--- src/design/egsd_pkg.sv ---
// ----------------------------------------------------------------------------
// egsd_pkg: shared types and constants of the Exp-Golomb syntax decoder
// Element kind codes, classified work kinds, status codes and the intra
// coded block pattern mapping table.
// ----------------------------------------------------------------------------
package egsd_pkg;

   // Element kind as requested on the input channel.
   typedef enum logic [2:0] {
      FUNC_UE    = 3'd0,
      FUNC_SE    = 3'd1,
      FUNC_FIXED = 3'd2,
      FUNC_PEEK  = 3'd3,
      FUNC_ME    = 3'd4
   } func_type;

   // Work that the back end carries out for one word.
   typedef enum logic [2:0] {
      KIND_NONE,
      KIND_UE,
      KIND_SE,
      KIND_FIXED,
      KIND_ME
   } kind_type;

   typedef enum logic [1:0] {
      STATUS_OK         = 2'd0,
      STATUS_LONG_PREFIX = 2'd1,
      STATUS_BAD_INDEX  = 2'd2
   } status_type;

   localparam int PREFIX_BITS = 32;
   localparam int VALUE_BITS  = 33;
   localparam int RAW_BITS    = 32;
   localparam int LEN_BITS    = 6;
   localparam int CBP_ENTRIES = 48;

   // Classification handed from the front end to the back end.
   typedef struct packed {
      kind_type             kind;
      logic [LEN_BITS-1:0]  shift_len;
      logic [LEN_BITS-1:0]  bits_used;
      status_type           status;
   } ctl_type;

   localparam logic [5:0] CBP_INTRA_MAP [CBP_ENTRIES] = '{
      6'd47, 6'd31, 6'd15, 6'd0,  6'd23, 6'd27, 6'd29, 6'd30,
      6'd7,  6'd11, 6'd13, 6'd14, 6'd39, 6'd43, 6'd45, 6'd46,
      6'd16, 6'd3,  6'd5,  6'd10, 6'd12, 6'd19, 6'd21, 6'd26,
      6'd28, 6'd35, 6'd37, 6'd42, 6'd44, 6'd1,  6'd2,  6'd4,
      6'd8,  6'd17, 6'd18, 6'd20, 6'd24, 6'd6,  6'd9,  6'd22,
      6'd25, 6'd32, 6'd33, 6'd34, 6'd36, 6'd40, 6'd38, 6'd41
   };

endpackage

--- src/design/egsd_req_if.sv ---
// ----------------------------------------------------------------------------
// egsd_req_if: request channel of the Exp-Golomb syntax decoder
// Carries one element request (kind, field length, stream window) per word.
// ----------------------------------------------------------------------------
interface egsd_req_if #(
   parameter int WINDOW_BITS = 64
);
   logic                   valid;
   logic                   ready;
   logic [2:0]             func;
   logic [5:0]             field_length;
   logic [WINDOW_BITS-1:0] stream_window;

   modport source (output valid, output func, output field_length,
                   output stream_window, input ready);
   modport sink   (input valid, input func, input field_length,
                   input stream_window, output ready);
endinterface

--- src/design/egsd_rsp_if.sv ---
// ----------------------------------------------------------------------------
// egsd_rsp_if: response channel of the Exp-Golomb syntax decoder
// Carries one decoded element (value, bits consumed, status) per word.
// ----------------------------------------------------------------------------
interface egsd_rsp_if;
   logic               valid;
   logic               ready;
   logic signed [32:0] element_value;
   logic [5:0]         bits_used;
   logic [1:0]         status;

   modport source (output valid, output element_value, output bits_used,
                   output status, input ready);
   modport sink   (input valid, input element_value, input bits_used,
                   input status, output ready);
endinterface

--- src/design/egsd_front.sv ---
// ----------------------------------------------------------------------------
// egsd_front: request classification
// Counts the leading zeros of the window, saturates the fixed field length
// and decides the kind of work, the extraction length and the bits consumed.
// ----------------------------------------------------------------------------
module egsd_front #(
   parameter int WINDOW_BITS    = 64,
   parameter int MAX_FIXED_BITS = 32
) (
   egsd_req_if.sink                    req_if,
   input  logic                        q_ready,
   output logic                        q_valid,
   output egsd_pkg::ctl_type           q_ctl,
   output logic [WINDOW_BITS-1:0]      q_window
);

   logic [egsd_pkg::PREFIX_BITS-1:0] prefix;
   logic [4:0]                       zeros;
   logic                             prefix_empty;
   logic [egsd_pkg::LEN_BITS-1:0]    code_len;
   logic [egsd_pkg::LEN_BITS-1:0]    fixed_len;
   egsd_pkg::ctl_type                ctl;

   assign prefix       = req_if.stream_window[WINDOW_BITS-1 -: egsd_pkg::PREFIX_BITS];
   assign prefix_empty = (prefix == '0);

   // Priority encoder: the most significant set bit sets the zero count.
   always_comb begin
      zeros = '0;
      for (int i = 0; i < egsd_pkg::PREFIX_BITS; i++) begin
         if (prefix[i]) begin
            zeros = 5'(egsd_pkg::PREFIX_BITS - 1 - i);
         end
      end
   end

   assign code_len  = {zeros, 1'b1};
   assign fixed_len = (req_if.field_length > egsd_pkg::LEN_BITS'(MAX_FIXED_BITS))
                      ? egsd_pkg::LEN_BITS'(MAX_FIXED_BITS) : req_if.field_length;

   always_comb begin
      ctl.kind      = egsd_pkg::KIND_NONE;
      ctl.shift_len = '0;
      ctl.bits_used = '0;
      ctl.status    = egsd_pkg::STATUS_OK;
      case (req_if.func)
         egsd_pkg::FUNC_UE, egsd_pkg::FUNC_SE, egsd_pkg::FUNC_ME: begin
            if (prefix_empty) begin
               ctl.status = egsd_pkg::STATUS_LONG_PREFIX;
            end else begin
               ctl.kind      = (req_if.func == egsd_pkg::FUNC_UE) ? egsd_pkg::KIND_UE :
                               (req_if.func == egsd_pkg::FUNC_SE) ? egsd_pkg::KIND_SE :
                                                                    egsd_pkg::KIND_ME;
               ctl.shift_len = code_len;
               ctl.bits_used = code_len;
            end
         end
         egsd_pkg::FUNC_FIXED: begin
            ctl.kind      = egsd_pkg::KIND_FIXED;
            ctl.shift_len = fixed_len;
            ctl.bits_used = fixed_len;
         end
         egsd_pkg::FUNC_PEEK: begin
            ctl.kind      = egsd_pkg::KIND_FIXED;
            ctl.shift_len = fixed_len;
         end
         default: begin
            ctl.kind = egsd_pkg::KIND_NONE;
         end
      endcase
   end

   assign q_valid      = req_if.valid;
   assign q_ctl        = ctl;
   assign q_window     = req_if.stream_window;
   assign req_if.ready = q_ready;

endmodule

--- src/design/egsd_queue.sv ---
// ----------------------------------------------------------------------------
// egsd_queue: two-entry queue between front and back end
// Registered storage with valid/ready on both sides; full rate when the
// back end drains every cycle.
// ----------------------------------------------------------------------------
module egsd_queue #(
   parameter int WIDTH = 80
) (
   input  logic             clock,
   input  logic             reset,
   input  logic             wr_valid,
   output logic             wr_ready,
   input  logic [WIDTH-1:0] wr_data,
   output logic             rd_valid,
   input  logic             rd_ready,
   output logic [WIDTH-1:0] rd_data
);

   logic [WIDTH-1:0] mem_ff [2];
   logic             wr_ptr_ff, wr_ptr_in;
   logic             rd_ptr_ff, rd_ptr_in;
   logic [1:0]       count_ff,  count_in;
   logic             push, pop;

   assign wr_ready = (count_ff != 2'd2);
   assign rd_valid = (count_ff != 2'd0);
   assign rd_data  = mem_ff[rd_ptr_ff];
   assign push     = wr_valid && wr_ready;
   assign pop      = rd_valid && rd_ready;

   always_comb begin
      wr_ptr_in = push ? ~wr_ptr_ff : wr_ptr_ff;
      rd_ptr_in = pop  ? ~rd_ptr_ff : rd_ptr_ff;
      count_in  = count_ff + 2'(push) - 2'(pop);
   end

   always_ff @(posedge clock) begin
      if (reset) begin
         wr_ptr_ff <= 1'b0;
         rd_ptr_ff <= 1'b0;
         count_ff  <= 2'd0;
      end else begin
         wr_ptr_ff <= wr_ptr_in;
         rd_ptr_ff <= rd_ptr_in;
         count_ff  <= count_in;
      end
   end

   always_ff @(posedge clock) begin
      if (push) begin
         mem_ff[wr_ptr_ff] <= wr_data;
      end
   end

endmodule

--- src/design/egsd_back.sv ---
// ----------------------------------------------------------------------------
// egsd_back: element extraction and value mapping
// Extracts the leading bits of the window, forms the unsigned, signed,
// fixed or mapped value and holds the result in the output register.
// ----------------------------------------------------------------------------
module egsd_back #(
   parameter int WINDOW_BITS = 64
) (
   input  logic                   clock,
   input  logic                   reset,
   input  logic                   q_valid,
   output logic                   q_ready,
   input  egsd_pkg::ctl_type      q_ctl,
   input  logic [WINDOW_BITS-1:0] q_window,
   egsd_rsp_if.source             rsp_if
);

   localparam int SHIFT_BITS = $clog2(WINDOW_BITS + 1);

   logic [SHIFT_BITS-1:0]          shift_amt;
   logic [WINDOW_BITS-1:0]         shifted;
   logic [egsd_pkg::RAW_BITS-1:0]  raw;
   logic [egsd_pkg::VALUE_BITS-1:0] half;
   logic [5:0]                     cbp_index;
   logic                           cbp_hit;
   logic [egsd_pkg::VALUE_BITS-1:0] value_in;
   egsd_pkg::status_type           status_in;
   logic                           load;

   logic                            valid_ff;
   logic [egsd_pkg::VALUE_BITS-1:0] value_ff;
   logic [egsd_pkg::LEN_BITS-1:0]   used_ff;
   egsd_pkg::status_type            status_ff;

   // A zero extraction length shifts the whole window out and leaves zero.
   assign shift_amt = SHIFT_BITS'(WINDOW_BITS) - SHIFT_BITS'(q_ctl.shift_len);
   assign shifted   = q_window >> shift_amt;
   assign raw       = shifted[egsd_pkg::RAW_BITS-1:0];

   // The raw code is the code number plus one, so the signed mapping
   // halves it directly and odd raw codes are the negative ones.
   assign half      = {2'b00, raw[egsd_pkg::RAW_BITS-1:1]};
   assign cbp_hit   = (raw <= egsd_pkg::RAW_BITS'(egsd_pkg::CBP_ENTRIES));
   assign cbp_index = raw[5:0] - 6'd1;

   always_comb begin
      value_in  = '0;
      status_in = q_ctl.status;
      case (q_ctl.kind)
         egsd_pkg::KIND_UE: begin
            value_in = {1'b0, raw} - egsd_pkg::VALUE_BITS'(1);
         end
         egsd_pkg::KIND_SE: begin
            value_in = raw[0] ? (~half + egsd_pkg::VALUE_BITS'(1)) : half;
         end
         egsd_pkg::KIND_FIXED: begin
            value_in = {1'b0, raw};
         end
         egsd_pkg::KIND_ME: begin
            if (cbp_hit) begin
               value_in = egsd_pkg::VALUE_BITS'(egsd_pkg::CBP_INTRA_MAP[cbp_index]);
            end else begin
               status_in = egsd_pkg::STATUS_BAD_INDEX;
            end
         end
         default: begin
            value_in = '0;
         end
      endcase
   end

   assign q_ready = !valid_ff || rsp_if.ready;
   assign load    = q_valid && q_ready;

   always_ff @(posedge clock) begin
      if (reset) begin
         valid_ff <= 1'b0;
      end else if (q_ready) begin
         valid_ff <= q_valid;
      end
   end

   always_ff @(posedge clock) begin
      if (load) begin
         value_ff  <= value_in;
         used_ff   <= q_ctl.bits_used;
         status_ff <= status_in;
      end
   end

   assign rsp_if.valid         = valid_ff;
   assign rsp_if.element_value = value_ff;
   assign rsp_if.bits_used     = used_ff;
   assign rsp_if.status        = status_ff;

endmodule

--- src/design/exp_golomb_syntax_decoder.sv ---
// ----------------------------------------------------------------------------
// exp_golomb_syntax_decoder: Exp-Golomb and fixed-length syntax element decoder
// Decodes one ue, se, u(n), peek or intra cbp me element per request word.
// ----------------------------------------------------------------------------
// Usage:
// The request channel takes a word with the element kind, a field length
// for fixed reads and the next WINDOW_BITS stream bits, most significant
// bit first. For every request word the response channel returns one word
// with the decoded value, the number of bits consumed and a status. The
// caller advances its stream position by bits_used before the next request.
// An accepted request is written into the queue, then into the output
// register, which drives the response channel. Throughput is one word per
// cycle while the receiver takes every word; the front end classifies a
// request in its accept cycle and the back end extracts and maps it as it
// leaves the queue, with a two-entry queue between them. When the receiver
// stalls, the output register holds its word, the queue fills and the
// request ready drops after two more words. Reset empties the queue and the
// output register; the decoder has no other state.
// ----------------------------------------------------------------------------
module exp_golomb_syntax_decoder #(
   parameter int WINDOW_BITS    = 64,
   parameter int MAX_FIXED_BITS = 32
) (
   input  logic        clock,
   input  logic        reset,
   egsd_req_if.sink    req_if,
   egsd_rsp_if.source  rsp_if
);

   localparam int CTL_BITS   = $bits(egsd_pkg::ctl_type);
   localparam int QUEUE_BITS = CTL_BITS + WINDOW_BITS;

   logic                   f_valid, f_ready;
   egsd_pkg::ctl_type      f_ctl;
   logic [WINDOW_BITS-1:0] f_window;

   logic                   b_valid, b_ready;
   logic [QUEUE_BITS-1:0]  b_data;
   egsd_pkg::ctl_type      b_ctl;
   logic [WINDOW_BITS-1:0] b_window;

   egsd_front #(
      .WINDOW_BITS    (WINDOW_BITS),
      .MAX_FIXED_BITS (MAX_FIXED_BITS)
   ) u_front (
      .req_if   (req_if),
      .q_ready  (f_ready),
      .q_valid  (f_valid),
      .q_ctl    (f_ctl),
      .q_window (f_window)
   );

   egsd_queue #(
      .WIDTH (QUEUE_BITS)
   ) u_queue (
      .clock    (clock),
      .reset    (reset),
      .wr_valid (f_valid),
      .wr_ready (f_ready),
      .wr_data  ({f_ctl, f_window}),
      .rd_valid (b_valid),
      .rd_ready (b_ready),
      .rd_data  (b_data)
   );

   assign b_ctl    = egsd_pkg::ctl_type'(b_data[QUEUE_BITS-1 -: CTL_BITS]);
   assign b_window = b_data[WINDOW_BITS-1:0];

   egsd_back #(
      .WINDOW_BITS (WINDOW_BITS)
   ) u_back (
      .clock    (clock),
      .reset    (reset),
      .q_valid  (b_valid),
      .q_ready  (b_ready),
      .q_ctl    (b_ctl),
      .q_window (b_window),
      .rsp_if   (rsp_if)
   );

endmodule

--- src/flat_wrapper.sv ---
// flat-port wrapper written by rule: the top's interface ports become plain ports
module exp_golomb_syntax_decoder_flat 
#(
   parameter int WINDOW_BITS    = 64,
   parameter int MAX_FIXED_BITS = 32
)
  (clock, reset, req_if_valid, req_if_func, req_if_field_length, req_if_stream_window, req_if_ready, rsp_if_valid, rsp_if_element_value, rsp_if_bits_used, rsp_if_status, rsp_if_ready);
  egsd_req_if #(.WINDOW_BITS(WINDOW_BITS)) req_if_i ();
  egsd_rsp_if rsp_if_i ();
  input  logic clock;
  input  logic reset;
  input wire logic [$bits(req_if_i.valid)-1:0] req_if_valid;
  input wire logic [$bits(req_if_i.func)-1:0] req_if_func;
  input wire logic [$bits(req_if_i.field_length)-1:0] req_if_field_length;
  input wire logic [$bits(req_if_i.stream_window)-1:0] req_if_stream_window;
  output wire logic [$bits(req_if_i.ready)-1:0] req_if_ready;
  output wire logic [$bits(rsp_if_i.valid)-1:0] rsp_if_valid;
  output wire logic [$bits(rsp_if_i.element_value)-1:0] rsp_if_element_value;
  output wire logic [$bits(rsp_if_i.bits_used)-1:0] rsp_if_bits_used;
  output wire logic [$bits(rsp_if_i.status)-1:0] rsp_if_status;
  input wire logic [$bits(rsp_if_i.ready)-1:0] rsp_if_ready;
  assign req_if_i.valid = req_if_valid;
  assign req_if_i.func = req_if_func;
  assign req_if_i.field_length = req_if_field_length;
  assign req_if_i.stream_window = req_if_stream_window;
  assign req_if_ready = req_if_i.ready;
  assign rsp_if_valid = rsp_if_i.valid;
  assign rsp_if_element_value = rsp_if_i.element_value;
  assign rsp_if_bits_used = rsp_if_i.bits_used;
  assign rsp_if_status = rsp_if_i.status;
  assign rsp_if_i.ready = rsp_if_ready;
  exp_golomb_syntax_decoder #(.WINDOW_BITS(WINDOW_BITS), .MAX_FIXED_BITS(MAX_FIXED_BITS)) u_core (.clock(clock), .reset(reset), .req_if(req_if_i), .rsp_if(rsp_if_i));
endmodule
--- config.mk ---
export PLATFORM = sky130hd
export DESIGN_NAME = exp_golomb_syntax_decoder_flat
export DESIGN_NICKNAME = d
export VERILOG_FILES = /design/src/design/egsd_pkg.sv /design/src/design/egsd_req_if.sv /design/src/design/egsd_rsp_if.sv /design/src/design/egsd_front.sv /design/src/design/egsd_queue.sv /design/src/design/egsd_back.sv /design/src/design/exp_golomb_syntax_decoder.sv /design/src/flat_wrapper.sv
export SDC_FILE = /design/constraint.sdc
export NUM_CORES = 1
export LEC_CHECK = 0
export BUFFER_PORTS_ARGS = -buffer_cell sky130_fd_sc_hd__buf_2
export CAP_MARGIN = 20
export CELL_PAD_IN_SITES_DETAIL_PLACEMENT = 0
export CELL_PAD_IN_SITES_GLOBAL_PLACEMENT = 1
export CORE_MARGIN = 2
export CORE_UTILIZATION = 54
export CTS_BUF_LIST = sky130_fd_sc_hd__clkbuf_4 sky130_fd_sc_hd__clkbuf_8 sky130_fd_sc_hd__clkbuf_16
export DETAILED_ROUTE_END_ITERATION = 8
export PLACE_DENSITY = 0.95
export SLEW_MARGIN = 20
export SYNTH_ARGS = -nofsm -noshare
export SYNTH_HDL_FRONTEND = slang
export SYNTH_HIERARCHICAL = 1
export SYNTH_SLANG_ARGS = --single-unit
--- constraint.sdc ---
create_clock -name clock -period 20 [get_ports clock]
set_clock_uncertainty 0.05 [all_clocks]
set_input_delay 2 -clock clock [delete_from_list [all_inputs] [get_ports clock]]
set_output_delay 2 -clock clock [all_outputs]
set_load 0.05 [all_outputs]
# == Word level (Yosys, flattened, before mapping) ==
# Memory sizes are Yosys's and may differ from the RTL's. A register that Yosys moved wholly into a read port is not among the register bits.
# Index checks and enable logic that the tools add are counted.
# Widths: inputs -> output; s select.
# totals
out_inout_bits,43
memories,2
regBits,46
ramBits,162
inputBits,77
wordCells,93
mem_bits_ro,384
# mem_list
memory,depth,word_bits,rd,rd_ports_with_merged_regs,wr,line_no,rtl
(no name shown),64,6,1,0,0,egsd_back.sv:61,value_in = egsd_pkg::VALUE_BITS'(egsd_pkg::CBP_INTRA_MAP[cbp_index]);
u_core.u_queue.mem_ff,2,81,1,1,1,egsd_queue.sv:19,logic [WIDTH-1:0] mem_ff [2];
# classes
add_sub_neg,6
n_shift,1
bitwise_logic,4
eq_ne,9
muxes,52
n_reduce_logical,9
order_cmp,3
# ops
operator,n
$mux 5,32
$pmux 33 s4,1
$shr 64x7->32,1
$add 33x1->33 const B,1
$mux 33,1
$not 31->33,1
$sub 32x1->33 const B,1
$le 32x6->1 const B,1
$logic_not 32->1,1
$mux 6,4
$pmux 6 s2,2
$mux 15,1
$eq 3x2->1 const B,4
$ge 7x7->1 const B,1
$not 6->7,1
$sub 7x6->7 const A,1
$eq 3x1->1 const B,2
$eq 3x3->1 const B,2
$gt 6x6->1 const B,1
$mux 2,3
$mux 3,2
$pmux 3 s2,1
$sub 6x1->6 const B,1
$mux 1,5
11 further kinds,13

# == Longest topological paths before layout ==
# depth
depth_word,34
mapped_depth,32
depth_no_buf,18

# == By module ==
# Netlist, hierarchy kept.
# by_module_without_submodules
module,area_each_um2,seq_area_each_um2,cells_per_inst,n_inst
egsd_back,9464.1,1251.2,1126,1
egsd_queue,6478.7,4964.8,276,1
egsd_front,1136.1,0.0,167,1

# == Worst setup path before layout ==
# Ideal clock, no wire load.
# synth_timing
path_type,flip-flop to flip-flop
from,register with a tool-made name
to,"register u_core.u_back.value_ff, in the netlist u_core/u_back/rsp_if.element_value[26] (data pin)"
arrival_time_ns,6.541
synth_period_minus_slack_ns,6.863
path_stages_with_launch,31
n_path_buf,15
setup_ns,0.271
required_ns,19.679
setup_slack_ns,13.137
cell_sequence,dfxtp_1 -> buf_6 -> buf_12 -> mux2_4 -> buf_6 -> buf_6 -> buf_8 -> buf_8 -> buf_2 -> inv_1 -> ha_1 -> buf_2 -> buf_2 -> buf_2 -> buf_2 -> clkbuf_1 -> mux4_2 -> o22ai_1 -> o22a_1 -> clkbuf_1 -> nor2_1 -> inv_1 -> clkbuf_1 -> ha_1 -> nand2b_1 -> or4_1 -> clkbuf_1 -> nor3b_1 -> and3_1 -> xnor2_1 -> o22ai_1
# synth_rtl
element,line_no,rtl
to (signal assigned),egsd_back.sv:85,value_ff <= value_in;
to (decl),egsd_back.sv:31,logic [egsd_pkg::VALUE_BITS-1:0] value_ff;

==> impl_metrics.tcl <==
set metrics [dict create \
    dp_hpwl_um 38000 \
    ff2ff_path_depth 17 \
    vias_per_cell 6.72 \
    cts_tree "done" \
    gp_congestion 1.02 \
    multi_input_area_sq_um 9620 \
    ys_seq_area_frac 0.364 \
    hold_end "u_core/u_back/rsp_if.valid" \
    cp_slowest_cell "ha_1" \
    drive_gt1_frac 0.265 \
    die_h_um 182 \
    fin_cells 1987 \
    whs_ps 491 \
    reg2reg_to "u_core/u_back/rsp_if.element_value[26]" \
    grt_max_degree 71 \
    slew-limit-headroom 0.256 \
    rrSetupSlack_ps 11800 \
    synth-edff-count 203 \
    syn_area_per_cell_sq_um 10.9 \
    overflow 0 \
    port_buffers 119 \
    cpMostUsedCell "buf_4" \
    firstDrtPassIters 6 \
    netlist_area_sq_um 17100 \
    placed_cells 1947 \
    nets 1660 \
    core_area_sq_um 31300 \
    fin_area_sq_um 17900 \
    cp_max_fo 48 \
    finalSetupViolCount 0 \
    io_pins 120 \
    drt-wirelength-per-cell_um 25.5 \
    holdBufCountCts 0 \
    area.growth.synth_to_final_pct 4.96 \
    grt_usage 0.300 \
    detail_route.wirelength_um 50600 \
    finalCriticalPeriod_ps 8200 \
    synth_seq_cells 209 \
    clk_pin_slew_ps 60 \
    die_area_sq_um 33100 \
    numCtsBuffers 22 \
    cp_slowest_stage_delay_ps 760 \
    hold_path.startpoint "u_core/u_back/rsp_if.valid" \
    cts-root-buf "clkbuf_16" \
    placed_area_sq_um 17200 \
    antenna_found_initial 1 \
    holdPathStages 2 \
    cts_setup_buffers 0 \
    final-max-slew-violation-count 0 \
    tns_ps 0 \
    ys_warn_count 6 \
    start_util 0.545 \
    cts_buffer_depth 3 \
    clock_latency_ps 520 \
    cts.sinks 209 \
    drtAntennaViolNets 0 \
    crit_required_ps 20170 \
    maxCapViolCount 0 \
    grt_pass1_wl_um 77100 \
    vias 13400 \
    drcViolationCount 0 \
    syn_inst 1569 \
    fillers 2635 \
    htree_num_levels 1 \
    ys.flop_type "edfxtp_1" \
    layout_commonest_cell "edfxtp_1" \
    path_class "flip-flop to flip-flop" \
    final_cell_mix "203 x edfxtp_1, 120 x buf_2, 102 x nor2_1" \
    crit_path_end_kind "flip-flop" \
    tightest_slew_ps 1120 \
    num_rows 65 \
    grt_pass1_vias 12700 \
    rsz0062_at_grt "no" \
    hold_viol 0 \
    seq_area_sq_um 6220 \
    outcome "complete, no violations" \
    fmax_ghz 0.122 \
    async_flop_share 0 \
    path_cells "mux2_4 > buf_4 > buf_4 > mux2_2 > mux4_2 > o22ai_1 > o22a_1 > nor2_1 > buf_4 > inv_1 > ha_1 > nand2b_1 > or4_1 > nor3b_1 > and3_1 > xnor2_1 > o22ai_1" \
    finalCritPeriodShare 0.410 \
    cts_resized 0 \
    hold_class "flip-flop to flip-flop" \
    synth_nets 1660 \
    cp.arrival_ps 8370 \
    synth.distinct_cells 103 \
    cp-start-kind "flip-flop" \
    fp.dieW_um 182 \
    drtIter0Drc 1474 \
]
==> sequential cells by signal, summed over array words and instances, names as in the netlist, named ones only <==
name and count:
u_core/u_queue/wr_ptr_ff 1, u_core/u_back/rsp_if.valid 1, u_core/u_back/rsp_if.element_value 33, u_core/u_queue/rd_ptr_ff 1, u_core/u_queue/count_ff 2, u_core/u_queue/mem_ff 162, u_core/u_back/rsp_if.status 2, u_core/u_back/rsp_if.bits_used 6
==> through the flow <==
stage           util  setup slack (ps)
3_3_place_gp   0.550             12050
3_5_place_dp   0.550             11900
4_1_cts        0.572             11890
2_1_floorplan      -             13140
5_1_grt        0.572             11330
6_report       0.573             11800
==> final cells by class <==
cell class | instances | area share
tap | 402 | 0.0281
inverter | 25 | 0.00523
clock inverter | 12 | 0.00447
antenna | 1 | 0.000140
timing repair buffer | 147 | 0.0448
clock buffer | 27 | 0.0338
sequential | 209 | 0.347
multi-input combinational | 1164 | 0.537
==> logic make-up after synthesis <==
kind of cell / after synthesis / synth area share
adders and majority gates: 14 / 0.0103
other: 1 / 0.000220
buffers and inverters: 196 / 0.0771
and+or+nand+nor: 447 / 0.140
xor gates and xnor gates: 68 / 0.0353
DFF: 209 / 0.364
AOI/OAI and AO/OA: 371 / 0.152
muxes: 263 / 0.222
==> cell usage after synthesis (10+ instances only) <==
cell type  count  area [sq um]
a211oi_1      15           113
a21o_1        11          82.6
a21oi_1       57           285
a31oi_1       11          68.8
and2_1        12          75.1
and3_1        13          81.3
buf_2         19          95.1
buf_4         79           593
buf_6         13           146
clkbuf_1      47           176
edfxtp_1     203          6100
ha_1          14           175
inv_1         23          86.3
mux2_2        47           529
mux2_4        84          1260
mux2i_1       77           771
mux4_2        52          1170
nand2_1       89           334
nand2b_1      15          93.8
nand3_1       55           275
nand4_1       10          62.6
nor2_1       104           390
nor2b_1       11          68.8
nor3_1        49           245
nor4_1        17           106
o211ai_1      19           143
o21ai_0       75           375
o22ai_1       37           231
o31ai_1       11          82.6
o32ai_1       13           114
or3_1         13          81.3
xnor2_1       44           385
xor2_1        23           201
==> critical path: cells and delay by family (launching register included) <==
kind | cells | cell delay, ps
DFF | 1 | 640
xor gates and xnor gates | 1 | 110
buffers and inverters | 4 | 2160
muxes | 3 | 1380
and+or+nand+nor | 5 | 1890
AOI/OAI and AO/OA | 3 | 790
adders and majority gates | 1 | 760
==> worst max path at each step <==
stage,from,end,slack [ps]
2_1_floorplan,flip-flop,u_core/u_back/rsp_if.element_value[26],13140
3_3_place_gp,flip-flop,u_core/u_back/rsp_if.element_value[26],12050
3_5_place_dp,flip-flop,u_core/u_back/rsp_if.element_value[26],11900
4_1_cts,flip-flop,u_core/u_back/rsp_if.element_value[26],11890
5_1_grt,flip-flop,u_core/u_back/rsp_if.element_value[30],11330
6_report,flip-flop,u_core/u_back/rsp_if.element_value[26],11800
==> metal layers <==
metal | vias up | part of all wire | GRT usage
met1 | 6529 | 0.42 | 0.401
met3 | 112 | 0.074 | 0.0437
li1 | 6060 | - | -
met4 | 0 | 0.032 | 0.0917
met5 | - | 0 | 0
met2 | 651 | 0.48 | 0.507
Power is left out: the tool's default activity adds up to more than one toggle a clock period on the data nets, which glitch-free logic cannot reach.
